File: config.mk
export PLATFORM = sky130hd
export DESIGN_NAME = class_constant_pool_parser
export DESIGN_NICKNAME = d
export VERILOG_FILES = /design/src/rtl/ccp_pkg.sv /design/src/rtl/ccp_parse.sv /design/src/rtl/ccp_skid.sv /design/src/rtl/class_constant_pool_parser.sv
export SDC_FILE = /design/constraint.sdc
export NUM_CORES = 1
export LEC_CHECK = 0
export ABC_AREA = 1
export BUFFER_PORTS_ARGS = -buffer_cell sky130_fd_sc_hd__buf_2
export CAP_MARGIN = 30
export CORE_MARGIN = 4
export CORE_UTILIZATION = 49
export CTS_CLUSTER_DIAMETER = 100
export DETAILED_ROUTE_END_ITERATION = 10
export PLACE_DENSITY = 0.75
export RECOVER_POWER = 100
export SYNTH_ARGS = -nofsm -noshare
export SYNTH_HDL_FRONTEND = slang
export SYNTH_SLANG_ARGS = --single-unit
File: constraint.sdc
create_clock -name clk -period 8.4 [get_ports clk]
set_input_delay 1.68 -clock clk [delete_from_list [all_inputs] [get_ports clk]]
set_output_delay 1.68 -clock clk [all_outputs]
set_load 0.01 [all_outputs]
File: src/rtl/ccp_pkg.sv
// Types and codes for the constant pool parser.
// No dependencies; used by every module of the block.
package ccp_pkg;

	localparam int unsigned OutTdataW = 120;

	// constant pool tags
	localparam logic [7:0] TAG_UTF8     = 8'd1;
	localparam logic [7:0] TAG_INT      = 8'd3;
	localparam logic [7:0] TAG_FLOAT    = 8'd4;
	localparam logic [7:0] TAG_LONG     = 8'd5;
	localparam logic [7:0] TAG_DOUBLE   = 8'd6;
	localparam logic [7:0] TAG_CLASS    = 8'd7;
	localparam logic [7:0] TAG_STRING   = 8'd8;
	localparam logic [7:0] TAG_NAMETYPE = 8'd12;
	localparam logic [7:0] TAG_UNSUP_LO = 8'd15;
	localparam logic [7:0] TAG_UNSUP_HI = 8'd20;

	// record kinds
	localparam logic [3:0] KIND_UTF8_HDR  = 4'd0;
	localparam logic [3:0] KIND_UTF8_BYTE = 4'd1;
	localparam logic [3:0] KIND_BAD_TAG   = 4'd12;
	localparam logic [3:0] KIND_UNSUP     = 4'd13;

	typedef enum logic [5:0] {
		PH_TAG   = 6'b000001,
		PH_ULEN  = 6'b000010,
		PH_UBODY = 6'b000100,
		PH_VALUE = 6'b001000,
		PH_IDX1  = 6'b010000,
		PH_IDX2  = 6'b100000
	} phase_t;

	typedef struct packed {
		logic        pool_done;
		logic        entry_end;
		logic [15:0] slot_number;
		logic [15:0] second_ref;
		logic [15:0] first_ref;
		logic [63:0] value_bits;
		logic [3:0]  record_kind;
	} rec_t;

endpackage

File: src/rtl/ccp_parse.sv
// Parser state and per-byte decode for the constant pool parser.
// Depends on ccp_pkg.
module ccp_parse (
	input  logic          clk,
	input  logic          arst_n,
	input  logic          cfg_wr_en,
	input  logic [15:0]   cfg_wr_data,
	input  logic          accept,
	input  logic [7:0]    data_byte,
	input  logic          restart,
	output logic          rec_valid,
	output ccp_pkg::rec_t rec
);
	import ccp_pkg::*;

	logic [15:0] pool_count_q;
	phase_t      phase_q, n_phase;
	logic [4:0]  tag_q, n_tag;
	logic [15:0] bl_q, n_bl;
	logic [63:0] vs_q, n_vs;
	logic [15:0] hfi_q, n_hfi;
	logic [15:0] slots_q, n_slots;
	logic [15:0] cur_q, n_cur;
	logic        halt_q, n_halt;

	logic        fin;
	logic [1:0]  used;
	logic [15:0] shift16, bl_dec;
	logic [63:0] shift64;
	logic [7:0]  b;

	assign b = data_byte;

	always_comb begin
		n_phase = phase_q;
		n_tag   = tag_q;
		n_bl    = bl_q;
		n_vs    = vs_q;
		n_hfi   = hfi_q;
		n_slots = slots_q;
		n_cur   = cur_q;
		n_halt  = halt_q;
		rec       = '0;
		rec_valid = 1'b0;
		fin       = 1'b0;
		used      = 2'd1;

		if (restart) begin
			n_halt  = 1'b0;
			n_slots = (pool_count_q != 16'd0) ? pool_count_q - 16'd1 : 16'd0;
			n_cur   = 16'd1;
			n_phase = PH_TAG;
			n_bl    = '0;
			n_vs    = '0;
			n_hfi   = '0;
		end

		rec.slot_number = n_cur;
		shift16 = {n_vs[7:0], b};
		shift64 = {n_vs[55:0], b};
		bl_dec  = n_bl - 16'd1;

		if (!n_halt && n_slots != 16'd0) begin
			unique case (n_phase)
				PH_TAG: begin
					n_tag = b[4:0];
					n_vs  = '0;
					priority if (b == TAG_UTF8) begin
						n_phase = PH_ULEN;
						n_bl    = 16'd2;
					end else if (b == TAG_INT || b == TAG_FLOAT) begin
						n_phase = PH_VALUE;
						n_bl    = 16'd4;
					end else if (b == TAG_LONG || b == TAG_DOUBLE) begin
						n_phase = PH_VALUE;
						n_bl    = 16'd8;
					end else if (b >= TAG_CLASS && b <= TAG_NAMETYPE) begin
						n_phase = PH_IDX1;
						n_bl    = 16'd2;
					end else begin
						// bad or unsupported tag: report and halt
						n_tag           = '0;
						n_halt          = 1'b1;
						rec_valid       = 1'b1;
						rec.record_kind = (b >= TAG_UNSUP_LO && b <= TAG_UNSUP_HI)
							? KIND_UNSUP : KIND_BAD_TAG;
						rec.value_bits  = {56'd0, b};
						rec.entry_end   = 1'b1;
					end
				end
				PH_ULEN: begin
					n_vs = {48'd0, shift16};
					n_bl = bl_dec;
					if (bl_dec == 16'd0) begin
						rec_valid       = 1'b1;
						rec.record_kind = KIND_UTF8_HDR;
						if (shift16 == 16'd0) begin
							fin           = 1'b1;
							rec.entry_end = 1'b1;
						end else begin
							rec.value_bits = {48'd0, shift16};
							n_phase        = PH_UBODY;
							n_bl           = shift16;
							n_vs           = '0;
						end
					end
				end
				PH_UBODY: begin
					n_bl            = bl_dec;
					rec_valid       = 1'b1;
					rec.record_kind = KIND_UTF8_BYTE;
					rec.value_bits  = {56'd0, b};
					if (bl_dec == 16'd0) begin
						fin           = 1'b1;
						rec.entry_end = 1'b1;
					end
				end
				PH_VALUE: begin
					n_vs = shift64;
					n_bl = bl_dec;
					if (bl_dec == 16'd0) begin
						rec_valid       = 1'b1;
						rec.record_kind = 4'(n_tag - 5'd1);
						rec.value_bits  = shift64;
						rec.entry_end   = 1'b1;
						fin             = 1'b1;
						// long and double take two slots
						if (n_tag == TAG_LONG[4:0] || n_tag == TAG_DOUBLE[4:0])
							used = 2'd2;
					end
				end
				PH_IDX1: begin
					n_vs = {48'd0, shift16};
					n_bl = bl_dec;
					if (bl_dec == 16'd0) begin
						if (n_tag == TAG_CLASS[4:0] || n_tag == TAG_STRING[4:0]) begin
							rec_valid       = 1'b1;
							rec.record_kind = 4'(n_tag - 5'd1);
							rec.first_ref   = shift16;
							rec.entry_end   = 1'b1;
							fin             = 1'b1;
						end else begin
							n_hfi   = shift16;
							n_vs    = '0;
							n_bl    = 16'd2;
							n_phase = PH_IDX2;
						end
					end
				end
				PH_IDX2: begin
					n_vs = {48'd0, shift16};
					n_bl = bl_dec;
					if (bl_dec == 16'd0) begin
						rec_valid       = 1'b1;
						rec.record_kind = 4'(n_tag - 5'd1);
						rec.first_ref   = n_hfi;
						rec.second_ref  = shift16;
						rec.entry_end   = 1'b1;
						fin             = 1'b1;
					end
				end
				default: n_phase = PH_TAG;
			endcase
		end

		if (fin) begin
			// slot count saturates when a two-slot entry lands in the last slot
			n_slots = (n_slots > {14'd0, used}) ? n_slots - {14'd0, used} : 16'd0;
			n_cur   = n_cur + {14'd0, used};
			n_phase = PH_TAG;
			n_bl    = '0;
			n_vs    = '0;
			rec.pool_done = (n_slots == 16'd0);
		end
	end

	always_ff @(posedge clk or negedge arst_n) begin
		if (!arst_n) begin
			pool_count_q <= 16'd1;
			phase_q      <= PH_TAG;
			tag_q        <= '0;
			bl_q         <= '0;
			vs_q         <= '0;
			hfi_q        <= '0;
			slots_q      <= '0;
			cur_q        <= 16'd1;
			halt_q       <= 1'b0;
		end else begin
			if (cfg_wr_en)
				pool_count_q <= cfg_wr_data;
			if (accept) begin
				phase_q <= n_phase;
				tag_q   <= n_tag;
				bl_q    <= n_bl;
				vs_q    <= n_vs;
				hfi_q   <= n_hfi;
				slots_q <= n_slots;
				cur_q   <= n_cur;
				halt_q  <= n_halt;
			end
		end
	end

endmodule

File: src/rtl/ccp_skid.sv
// Output register with a one-deep skid stage for parser records.
// Depends on ccp_pkg.
module ccp_skid (
	input  logic          clk,
	input  logic          arst_n,
	input  logic          push,
	input  ccp_pkg::rec_t push_rec,
	output logic          space,
	output logic          out_valid,
	input  logic          out_ready,
	output ccp_pkg::rec_t out_rec
);
	import ccp_pkg::*;

	rec_t out_q, skid_q;
	logic out_valid_q, skid_valid_q;
	logic pop;

	assign pop       = out_valid_q && out_ready;
	assign space     = !skid_valid_q;
	assign out_valid = out_valid_q;
	assign out_rec   = out_q;

	always_ff @(posedge clk or negedge arst_n) begin
		if (!arst_n) begin
			out_valid_q  <= 1'b0;
			skid_valid_q <= 1'b0;
		end else if (!out_valid_q || pop) begin
			out_valid_q  <= skid_valid_q || push;
			skid_valid_q <= 1'b0;
		end else if (push) begin
			skid_valid_q <= 1'b1;
		end
	end

	// push never coincides with a full skid stage
	always_ff @(posedge clk) begin
		if (!out_valid_q || pop)
			out_q <= skid_valid_q ? skid_q : push_rec;
		else if (push)
			skid_q <= push_rec;
	end

endmodule

File: src/rtl/class_constant_pool_parser.sv
// Class-file constant pool parser: one pool byte per beat in, one record per beat out.
// Depends on ccp_pkg, ccp_parse and ccp_skid.
//
// Takes one byte of a class-file constant pool each cycle, with restart in tuser on the
// first byte of a pool, and turns entries into records: utf8 gives a length record and
// one record per string byte, numeric entries give their raw bits, reference entries
// their indices; a bad or unsupported tag gives one error record and the parser ignores
// bytes until the next restart. The record kind travels in m_tuser and pool_done in
// m_tlast. Every byte is decoded in the cycle it is accepted, so the block sustains one
// byte per cycle while s_tready is high. Behind a stalled output the skid stage takes one
// more record; bytes that make no record keep flowing, and s_tready drops only while the
// skid stage is full, rising again the cycle after the waiting record is taken. Records
// are registered in the output stage, or held in the skid stage while the output stalls.
// Write pool_count via cfg_wr_en / cfg_wr_data only while idle; the block does not check.
module class_constant_pool_parser (
	input  logic         clk,
	input  logic         arst_n,
	input  logic         cfg_wr_en,
	input  logic [15:0]  cfg_wr_data,   // pool_count
	input  logic         s_tvalid,
	output logic         s_tready,
	input  logic [7:0]   s_tdata,       // data_byte
	input  logic         s_tuser,       // restart
	output logic         m_tvalid,
	input  logic         m_tready,
	// value_bits[63:0], first_ref[79:64], second_ref[95:80], slot_number[111:96],
	// entry_end[112], zero[119:113]
	output logic [ccp_pkg::OutTdataW-1:0] m_tdata,
	output logic [3:0]   m_tuser,       // record_kind
	output logic         m_tlast        // pool_done
);
	import ccp_pkg::*;

	logic accept;
	logic rec_valid;
	rec_t rec, out_rec;

	assign accept = s_tvalid && s_tready;

	ccp_parse u_parse (
		.clk        (clk),
		.arst_n     (arst_n),
		.cfg_wr_en  (cfg_wr_en),
		.cfg_wr_data(cfg_wr_data),
		.accept     (accept),
		.data_byte  (s_tdata),
		.restart    (s_tuser),
		.rec_valid  (rec_valid),
		.rec        (rec)
	);

	ccp_skid u_skid (
		.clk      (clk),
		.arst_n   (arst_n),
		.push     (accept && rec_valid),
		.push_rec (rec),
		.space    (s_tready),
		.out_valid(m_tvalid),
		.out_ready(m_tready),
		.out_rec  (out_rec)
	);

	assign m_tdata = {7'd0, out_rec.entry_end, out_rec.slot_number, out_rec.second_ref,
		out_rec.first_ref, out_rec.value_bits};
	assign m_tuser = out_rec.record_kind;
	assign m_tlast = out_rec.pool_done;

endmodule

==> results of run 1 <==
[report_power, final]
| part | leakage (nW) | internal [mW] | switching (mW) |
|---|---|---|---|
| clock network | 0.633 | 1.02 | 0.761 |
| logic | 4.47 | 0.485 | 1.25 |
| registers | 4.45 | 2.41 | 0.148 |
[metrics by stage]
| step | util | std cells | hold slack (ns) | total power, mW |
|---|---|---|---|---|
| global route | 0.5489 | 3039 | 0.4853 | 6.420 |
| finish | 0.5489 | 3039 | 0.4813 | 6.073 |
| global placement | 0.5256 | 2959 | 0.4518 | 4.339 |
| CTS | 0.5590 | 3038 | 0.4762 | 6.173 |
| detailed placement | 0.5271 | 2963 | 0.4653 | 4.385 |
| floorplan | - | 2382 | 0.4361 | 3.809 |
[cell families (layout without fill, tap and decap cells)]
kind of cell               count (synthesis)  after routing  synth area share
adders and majority gates                 14             14          0.009233
buffers and inverters                    415            539           0.08395
other                                      1              8         0.0001821
AOI/OAI and AO/OA                        385            385            0.1034
and+or+nand+nor                         1093           1093            0.2350
DFF                                      386            386            0.5265
xor gates and xnor gates                  25             25           0.01063
muxes                                     57             57           0.03116
[worst min-delay path, cell delays in order, from the launching register on]
cell and delay [ns]:
dfrtp_1 0.34, nand2_1 0.06, nand2_1 0.05
[worst max-delay path by stage]
| stage | depth (start not counted) | from | endpoint |
|---|---|---|---|
| final | 19 | s_tuser | u_skid.skid_q[5] |
| after global routing | 19 | s_tuser | u_skid.skid_q[2] |
| after CTS | 29 | s_tuser | u_skid.out_rec[117] |
| after detailed placement | 29 | s_tuser | u_skid.out_rec[117] |
| after global placement | 29 | s_tuser | u_skid.out_rec[117] |
| after floorplan | 18 | s_tuser | u_skid.skid_q[0] |
[metal layers]
metal | part of all wire | vias up
met5 | 0 | -
li1 | - | 8067
met1 | 0.44 | 7990
met4 | 0.029 | 0
met2 | 0.45 | 771
met3 | 0.084 | 115
[Yosys cell counts (all sizes together)]
master,number
nand2,499
nor2,344
inv,287
edfxtp,236
o21ai,171
dfrtp,147
nand3,137
a21oi,122
nor3,77
buf,63
o22ai,63
clkbuf,62
mux2,57
nand4,21
xor2,16
ha,12
o211ai,12
xnor2,9
nor4,6
nand3b,4
o21bai,4
a22oi,3
clkinv,3
dfstp,3
o31ai,3
a31oi,2
and2,2
and3,2
fa,2
o32ai,2
a211oi,1
a21o,1
a311oi,1
conb,1
or2,1
[flip-flops by register name, indices dropped and copies added (netlist names), 6 cells and up]
name,cells
u_skid.out_rec,118
u_skid.skid_q,118
u_parse.vs_q,56
u_parse.bl_q,16
u_parse.cur_q,16
u_parse.hfi_q,16
u_parse.pool_count_q,16
u_parse.slots_q,16
u_parse.phase_q,6
[final cells by class]
| type | count | area, sq um |
|---|---|---|
| Antenna cell | 1 | 2.502 |
| Tap cell | 532 | 665.6 |
| Sequential cell | 386 | 10850 |
| Clock inverter | 26 | 226.5 |
| Fill cell | 3730 | 18590 |
| Timing Repair Buffer | 174 | 769.5 |
| Inverter | 290 | 1097 |
| Multi-Input combinational cell | 1581 | 7918 |
| Clock buffer | 49 | 1087 |
==> out/results.txt, run 1 <==
Cell-by-cell trace of the critical path -> buf_4 > inv_8 > nand2_1 > ha_1 > nand2_1 > nor2_1 > nand2_1 > nor2_1 > nand2_1 > nand2_1 > inv_1 > nor3_2 > nand3_1 > inv_2 > nand3_1 > o21ai_0 > o21ai_0 > nor2_1 > buf_4
Via count of the first global-routing pass -> 15980
Total Die Area -> 0.04538 sq mm
Share of the synthesized area in the top cell type -> 0.3440
Router iterations before antenna repair -> 8
Critical Path AT -> 7.57 ns
Instance area at placement -> 0.02172 sq mm
TritonCTS clock tree -> built
GRT met3 Usage -> 0.03614
Number of antenna violations at the first check in global routing -> 1
Total congestion overflow after global routing -> 0
Status -> finished, violations left
Per-instance average area after synthesis -> 8.669 sq um
Total number of vias -> 16940
Core Box Area -> 0.04120 sq mm
Number of register bits inferred by synthesis -> 386
Worst Max-Slew Pin Slew -> 5.053 ns
Commonest non-fill, non-tap cell in the layout -> nand2_1
DRT Wirelength -> 54720 um
Total track usage -> 0.2377
Crit Reg-Reg Startpoint -> u_parse.pool_count_q[0]
DRC marker count from the first detailed-route iteration -> 1795
Buffers plus inverters on the worst setup path -> 5
Final Critical Period -> 7.327 ns
CTS clock-pin slew for the worst setup and hold paths -> 0.06 ns
Warnings, synthesis -> 0
CTS buffer count -> 41
Insertion delay of the later-clocked pin in the worst-skew pair -> 0.56 ns
Largest net degree at the start of global routing -> 86
Distinct cell type count after synthesis -> 57
Vias per inst -> 5.575
Global placer's final weighted congestion -> 0.9402
Count of maximum capacitance violations -> 9
Critical path data required time -> 8.64 ns
Count of nets after finishing -> 2518
Post-CTS Hold Buffers -> 0
Wire per inst -> 18.01 um
Highest-utilization routing layer at the global route stage -> met2
CP delay by family, top -> simple AND/OR/NAND/NOR gates
Clock sink total -> 386
Element type at the critical path end -> flop
Lkg Pwr -> 9.554 nW
Count of unresolved DRC violations after routing -> 0
Worst path slowest cell -> nor2_1
# rows -> 74
End of the worst hold path -> u_parse.hfi_q[1]
Number of routed nets with antenna violations -> 0
Beginning of the worst hold path -> u_parse.hfi_q[1]
Register-to-register setup slack -> 2.36 ns
Failing checks -> max-capacitance violations, max-slew violations
Hold Path Class -> reg2reg
Part of the Yosys area used for sequential elements -> 0.5265
Max rail drop VDD -> 0.1571 mV
Ratio of final minimum period to clock period -> 0.8723
Horizontal die dimension -> 213.0 um
Starting density of the core -> 0.4999
Worst max-slew margin expressed relative to the limit -> -2.368
Power Dens Cells -> 268.6 mW/mm^2
Post-Synthesis Cell Area -> 0.02060 sq mm
Setup tns final -> 0 ns
Wire length of the first global-routing pass -> 86680 um
Proportion of layout cells with a drive suffix above 1 -> 0.09417
RSZ-0062 raised after global routing -> no
Instance count of the mapped netlist -> 2376
Postcts setup bufs -> 0
Pre-CTS setup slack -> 1.081 ns
Startpoint class of the critical path -> primary input
Clk buf depth -> 3
Met2 routing resource usage after global routing -> 0.3632
Maximum level of the CTS H-tree -> 2
Post-cts repair resize count -> 0
Leading cell types in the layout, fill and taps excluded -> nand2_1 (480), nor2_1 (321), inv_1 (275)
Met1 Use GR -> 0.3493
Maximum clock frequency -> 0.1365 GHz
Count of endpoints failing setup in the final report -> 0
Root Driver -> clkbuf_16
Final worst clock skew -> 0.01343 ns
Critical-path maximum fanout -> 63
R2R depth -> 18
Stage delay of the slowest cell on the critical path -> 1.72 ns
Cell depth of the worst hold path -> 2
Synthesis-to-layout area growth -> 9.786%
Post-synthesis cell type with the largest combined area -> edfxtp_1
Top cells by area in the synthesized netlist -> edfxtp_1 (34%), dfrtp_1 (18%), nand2_1 (8.7%)
I/O pin total -> 157
Fin worst setup slack -> 1.073 ns
Number of buffer cells added on primary ports -> 149
End of the worst register-to-register path -> u_parse.phase_q[2]
Number of hold violations in the final report -> 0
Non-Filler Cell Area, Final -> 0.02261 sq mm
Die height -> 213.0 um
HPWL after detailed placement -> 36990 um
Cell mode on critical path -> nand2_1
Max-slew violations -> 441
Kind of critical path -> in2reg
(Power assumes the default switching activity.)
==> run 2, diff against run 1 <==
- HOLD_SLACK_MARGIN: not set -> 0.03
- REMOVE_ABC_BUFFERS: not set -> 1
==> run 2 against run 1 <==
The run still ends with max-capacitance violations, max-slew violations left. Routed wire length down 1.6%. Cell count about the same. Sequential power about the same. Sequential cell count unchanged. Largest cell class unchanged. Combinational power about the same. Clock skew up 0.0013 ns. Global-route usage down 0.39 points. First-iteration DRC count down 20%.
==> out/results.txt, run 2 (same netlist as run 1, synthesis figures left out) <==
Vias per inst -> 5.530
Number of buffer cells added on primary ports -> 149
Count of nets after finishing -> 2516
Maximum level of the CTS H-tree -> 2
Post-cts repair resize count -> 0
DRC marker count from the first detailed-route iteration -> 1441
Largest net degree at the start of global routing -> 119
Post-layout instance count excluding filler cells -> 3036
Element type at the critical path end -> flop
Startpoint class of the critical path -> primary input
Count of maximum capacitance violations -> 9
CTS clock-pin slew for the worst setup and hold paths -> 0.06 ns
TritonCTS clock tree -> built
I/O pin total -> 157
CTS buffer count -> 43
RSZ-0062 raised after global routing -> no
Cell mode on critical path -> nor2_1
Number of antenna violations at the first check in global routing -> 2
Status -> finished, violations left
Proportion of layout cells with a drive suffix above 1 -> 0.08826
Router iterations before antenna repair -> 6
Pre-CTS setup slack -> 1.495 ns
HPWL after detailed placement -> 34760 um
Leading cell types in the layout, fill and taps excluded -> nand2_1 (482), nor2_1 (323), inv_1 (274)
Power Dens Cells -> 275.6 mW/mm^2
# rows -> 74
Synthesis-to-layout area growth -> 10.14%
Final Critical Period -> 7.123 ns
DRT Wirelength -> 53850 um
Core Box Area -> 0.04120 sq mm
Critical-path maximum fanout -> 37
Wire length of the first global-routing pass -> 85170 um
Horizontal die dimension -> 213.0 um
Clock sink total -> 386
Starting density of the core -> 0.4999
Final worst clock skew -> 0.01470 ns
Placed cells -> 2958
Non-Filler Cell Area, Final -> 0.02269 sq mm
Die height -> 213.0 um
Worst path slowest cell -> nor2_1
Stage delay of the slowest cell on the critical path -> 1.00 ns
Ratio of final minimum period to clock period -> 0.8480
Number of routed nets with antenna violations -> 0
Cell-by-cell trace of the critical path -> clkbuf_1 > buf_4 > nor2_1 > nor2_1 > inv_1 > nor4_1 > inv_1 > nand3_1 > nor2_1 > clkbuf_1 > nor2_1 > clkinv_1 > clkbuf_1 > a21oi_1 > o22ai_1
Wire per inst -> 17.74 um
Count of unresolved DRC violations after routing -> 0
Root Driver -> clkbuf_16
Max rail drop VDD -> 0.1553 mV
Overall power consumption -> 6.252 mW
Share of the core filled with cells in the final layout -> 0.5506
Maximum clock frequency -> 0.1404 GHz
Number of hold violations in the final report -> 0
Clk buf depth -> 3
Total track usage -> 0.2337
Critical path data required time -> 8.80 ns
# diodes -> 0
Fin worst setup slack -> 1.277 ns
Max-slew violations -> 507
Post-CTS Hold Buffers -> 0
Instance area at placement -> 0.02161 sq mm
Insertion delay of the later-clocked pin in the worst-skew pair -> 0.57 ns
Total number of vias -> 16790
Commonest non-fill, non-tap cell in the layout -> nand2_1
Hold Path Class -> reg2reg
Total congestion overflow after global routing -> 0
Postcts setup bufs -> 0
Failing checks -> max-capacitance violations, max-slew violations
Total Die Area -> 0.04538 sq mm
Critical Path AT -> 7.52 ns
Lkg Pwr -> 9.600 nW
Global placer's final weighted congestion -> 0.9196
Worst max-slew margin expressed relative to the limit -> -2.533
Via count of the first global-routing pass -> 16440
Kind of critical path -> in2reg
Count of endpoints failing setup in the final report -> 0
Worst Max-Slew Pin Slew -> 5.300 ns
-- run 2: cell types whose count changed in the layout (fill, tap and decap cells not counted), moves of 3 or more --
cell / before / now
clkinvlp_4: 5 / 0
inv_6: 0 / 3
bufinv_16: 3 / 8
clkinv_2: 11 / 3
buf_4: 14 / 11
clkbuf_1: 135 / 142
-- run 2: worst max-delay path, delay by kind of cell --
| family | cells | cell delay, ns |
|---|---|---|
| and+or+nand+nor | 6 | 2.25 |
| buffers and inverters | 7 | 3.05 |
| AOI/OAI and AO/OA | 2 | 0.49 |
-- run 2: final timing paths --
kind                                          from            endpoint  slack [ns]  cells past startpoint
hold / removal                    u_parse.cur_q[0]    u_parse.cur_q[0]        0.47                      2
max in group asynchronous                   arst_n    u_parse.vs_q[47]        2.39                      1
hold reg to reg                   u_parse.cur_q[0]    u_parse.cur_q[0]        0.47                      2
setup / recovery                           s_tuser    u_parse.vs_q[47]        1.28                     15
setup reg to reg           u_parse.pool_count_q[0]  u_skid.out_rec[33]        2.69                     15
min in group asynchronous                   arst_n    u_parse.bl_q[13]        3.04                      1
-- run 2: cell type report --
type	count	area, sq um
Fill cell	3767	18520
Sequential cell	386	10840
Multi-Input combinational cell	1581	7878
Clock buffer	57	1160
Inverter	290	1095
Timing Repair Buffer	170	724.4
Tap cell	532	665.6
Clock inverter	20	320.3
-- run 2: where the power goes --
group          switching, mW  internal [mW]
registers              0.150           2.42
clock network          0.763           1.22
logic                   1.23          0.474
total                   2.14           4.11
-- run 2: stage by stage --
step / TNS [ns] / hold WS [ns]
3_5_place_dp: 0 / 0.4620
6_report: 0 / 0.4708
4_1_cts: 0 / 0.4704
3_3_place_gp: 0 / 0.4558
5_1_grt: 0 / 0.4845
2_1_floorplan: -409.25 / 0.4361
-- run 2: metal layers --
metal | share of wire | wire (um) | track usage
met1 | 0.43 | 23400 | 0.3102
met2 | 0.46 | 24870 | 0.3845
met3 | 0.071 | 3821 | 0.04114
met4 | 0.032 | 1744 | 0.09240
met5 | 0.00022 | 12 | 0
==> run 3, diff against run 2 <==
- PLACE_DENSITY: 0.75 -> 0.72
- clock period: 8.4 -> 6.8 ns (I/O delays scaled with it)
==> run 3 against run 2 <==
Clock-buffer cell count decreased by 3. Clock power up 18%. Global-route usage rose by 0.31 points. The flow still finishes with violations (max-capacitance violations, max-slew violations). Via count about the same. Register-to-register slack worse by 1.1 ns. Hold slack barely moved. Highest routed layer is now met4. Design area decreased by 0.22%.
==> out/results.txt, run 3 (same netlist as run 1, synthesis figures left out) <==
Status -> finished, violations left
Failing checks -> max-capacitance violations, max-slew violations
Register area -> 0.01085 sq mm
DRT Wirelength -> 54620 um
Synthesis-to-layout area growth -> 9.895%
Count of maximum capacitance violations -> 5
Number of hold violations in the final report -> 0
Vias per inst -> 5.510
Count of unresolved DRC violations after routing -> 0
Maximum clock frequency -> 0.1627 GHz
CTS buffer count -> 43
Cell-by-cell trace of the critical path -> buf_4 > inv_6 > clkbuf_1 > nand2_1 > nand2_1 > nor2_2 > nand3_1 > nor2_2 > a21oi_4 > buf_4 > nand2_1 > nand2_1 > clkbuf_2 > a21oi_1 > o31ai_1 > nand2_1
Hold Path Class -> reg2reg
Cell depth of the worst hold path -> 2
Proportion of layout cells with a drive suffix above 1 -> 0.09348
Total congestion overflow after global routing -> 0
Clock sink total -> 386
CTS clock-pin slew for the worst setup and hold paths -> 0.06 ns
Ratio of final minimum period to clock period -> 0.9041
Root Driver -> clkbuf_16
Critical path data required time -> 7.23 ns
Stage delay of the slowest cell on the critical path -> 1.02 ns
I/O pin total -> 157
Post-CTS Hold Buffers -> 0
Count of fill cells added during filler insertion -> 3790
Worst path slowest cell -> clkbuf_1
Kind of critical path -> in2reg
Wire length of the first global-routing pass -> 86760 um
Router iterations before antenna repair -> 8
Fin worst setup slack -> 0.6520 ns
Register-to-register setup slack -> 1.58 ns
Max-slew violations -> 317
Maximum level of the CTS H-tree -> 2
Post-Route Hold Slack -> 0.4708 ns
Lkg Pwr -> 9.610 nW
Max rail drop VDD -> 0.1785 mV
Global placer's final weighted congestion -> 0.9244
Critical Path AT -> 6.58 ns
Setup tns final -> 0 ns
Number of routed nets with antenna violations -> 0
Post-cts repair resize count -> 0
Clk buf depth -> 3
Overall power consumption -> 7.633 mW
Number of antenna violations at the first check in global routing -> 0
Launch point of the critical path -> s_tuser
Number of buffer cells added on primary ports -> 149
Count of nets after finishing -> 2523
Power Dens Cells -> 337.2 mW/mm^2
# diodes -> 0
Leading cell types in the layout, fill and taps excluded -> nand2_1 (480), nor2_1 (330), inv_1 (274)
RSZ-0062 raised after global routing -> no
Worst max-slew margin expressed relative to the limit -> -2.190
Count of endpoints failing setup in the final report -> 0
TritonCTS clock tree -> built
Postcts setup bufs -> 0
HPWL after detailed placement -> 36270 um
Pre-CTS setup slack -> 0.4820 ns
End of the worst register-to-register path -> u_parse.bl_q[6]
Wire per inst -> 17.93 um
Element type at the critical path end -> flop
Largest net degree at the start of global routing -> 85
Startpoint class of the critical path -> primary input
Crit Reg-Reg Startpoint -> u_parse.pool_count_q[0]
Via count of the first global-routing pass -> 16360
Critical-path maximum fanout -> 45
Cell mode on critical path -> nand2_1
Insertion delay of the later-clocked pin in the worst-skew pair -> 0.58 ns
Commonest non-fill, non-tap cell in the layout -> nand2_1
R2R depth -> 18
End of the worst hold path -> u_parse.cur_q[0]
Total number of vias -> 16780
Worst Max-Slew Pin Slew -> 4.785 ns
Core Box Area -> 0.04120 sq mm
Final worst clock skew -> 0.02461 ns
Horizontal die dimension -> 213.0 um
Starting density of the core -> 0.4999
Final Critical Period -> 6.148 ns
# rows -> 74
Total track usage -> 0.2369
Die height -> 213.0 um
Area taken by multi-input logic gates -> 0.007834 sq mm
DRC marker count from the first detailed-route iteration -> 1335
Beginning of the worst hold path -> u_parse.cur_q[0]
Total Die Area -> 0.04538 sq mm
run 3: layer usage:
metal,track usage,part of all wire,vias up
li1,-,-,8089
met1,0.3318,0.44,8021
met2,0.3810,0.46,564
met3,0.03409,0.063,110
met4,0.08263,0.029,0
met5,0,0,-
run 3: worst max-delay path by stage:
stage                     endpoint  slack, ns  cells past startpoint
6_report           u_parse.bl_q[6]       0.65                     16
2_1_floorplan     u_skid.skid_q[0]      -5.07                      7
3_5_place_dp   u_skid.out_rec[117]       0.48                     28
5_1_grt        u_skid.out_rec[117]       0.28                     25
3_3_place_gp   u_skid.out_rec[117]       0.59                     28
4_1_cts        u_skid.out_rec[117]       1.07                     28
run 3: through the flow:
step,instance area [sq um],utilization,instances
after CTS,23100,0.5607,3045
after global routing,22640,0.5494,3046
after global placement,21650,0.5254,2963
after detailed placement,21680,0.5263,2965
after floorplan,19990,-,2257
final,22640,0.5494,3046
run 3: area by class of cell:
| cell class | count | share of cell area |
|---|---|---|
| Inverter | 290 | 0.04836 |
| Clock inverter | 26 | 0.01188 |
| Clock buffer | 54 | 0.05074 |
| Timing Repair Buffer | 177 | 0.03432 |
| Tap cell | 532 | 0.02941 |
| Multi-Input combinational cell | 1581 | 0.3461 |
| Sequential cell | 386 | 0.4792 |
run 3: critical path: cells and delay by family:
family	cells	cell delay (ns)
buffers and inverters	5	2.78
AOI/OAI and AO/OA	3	0.41
and+or+nand+nor	8	1.97
run 3: power by group:
part	internal, mW	switching [mW]
Combinational	0.595	1.53
Sequential	2.98	0.185
Clock	1.39	0.953
Total	4.96	2.67
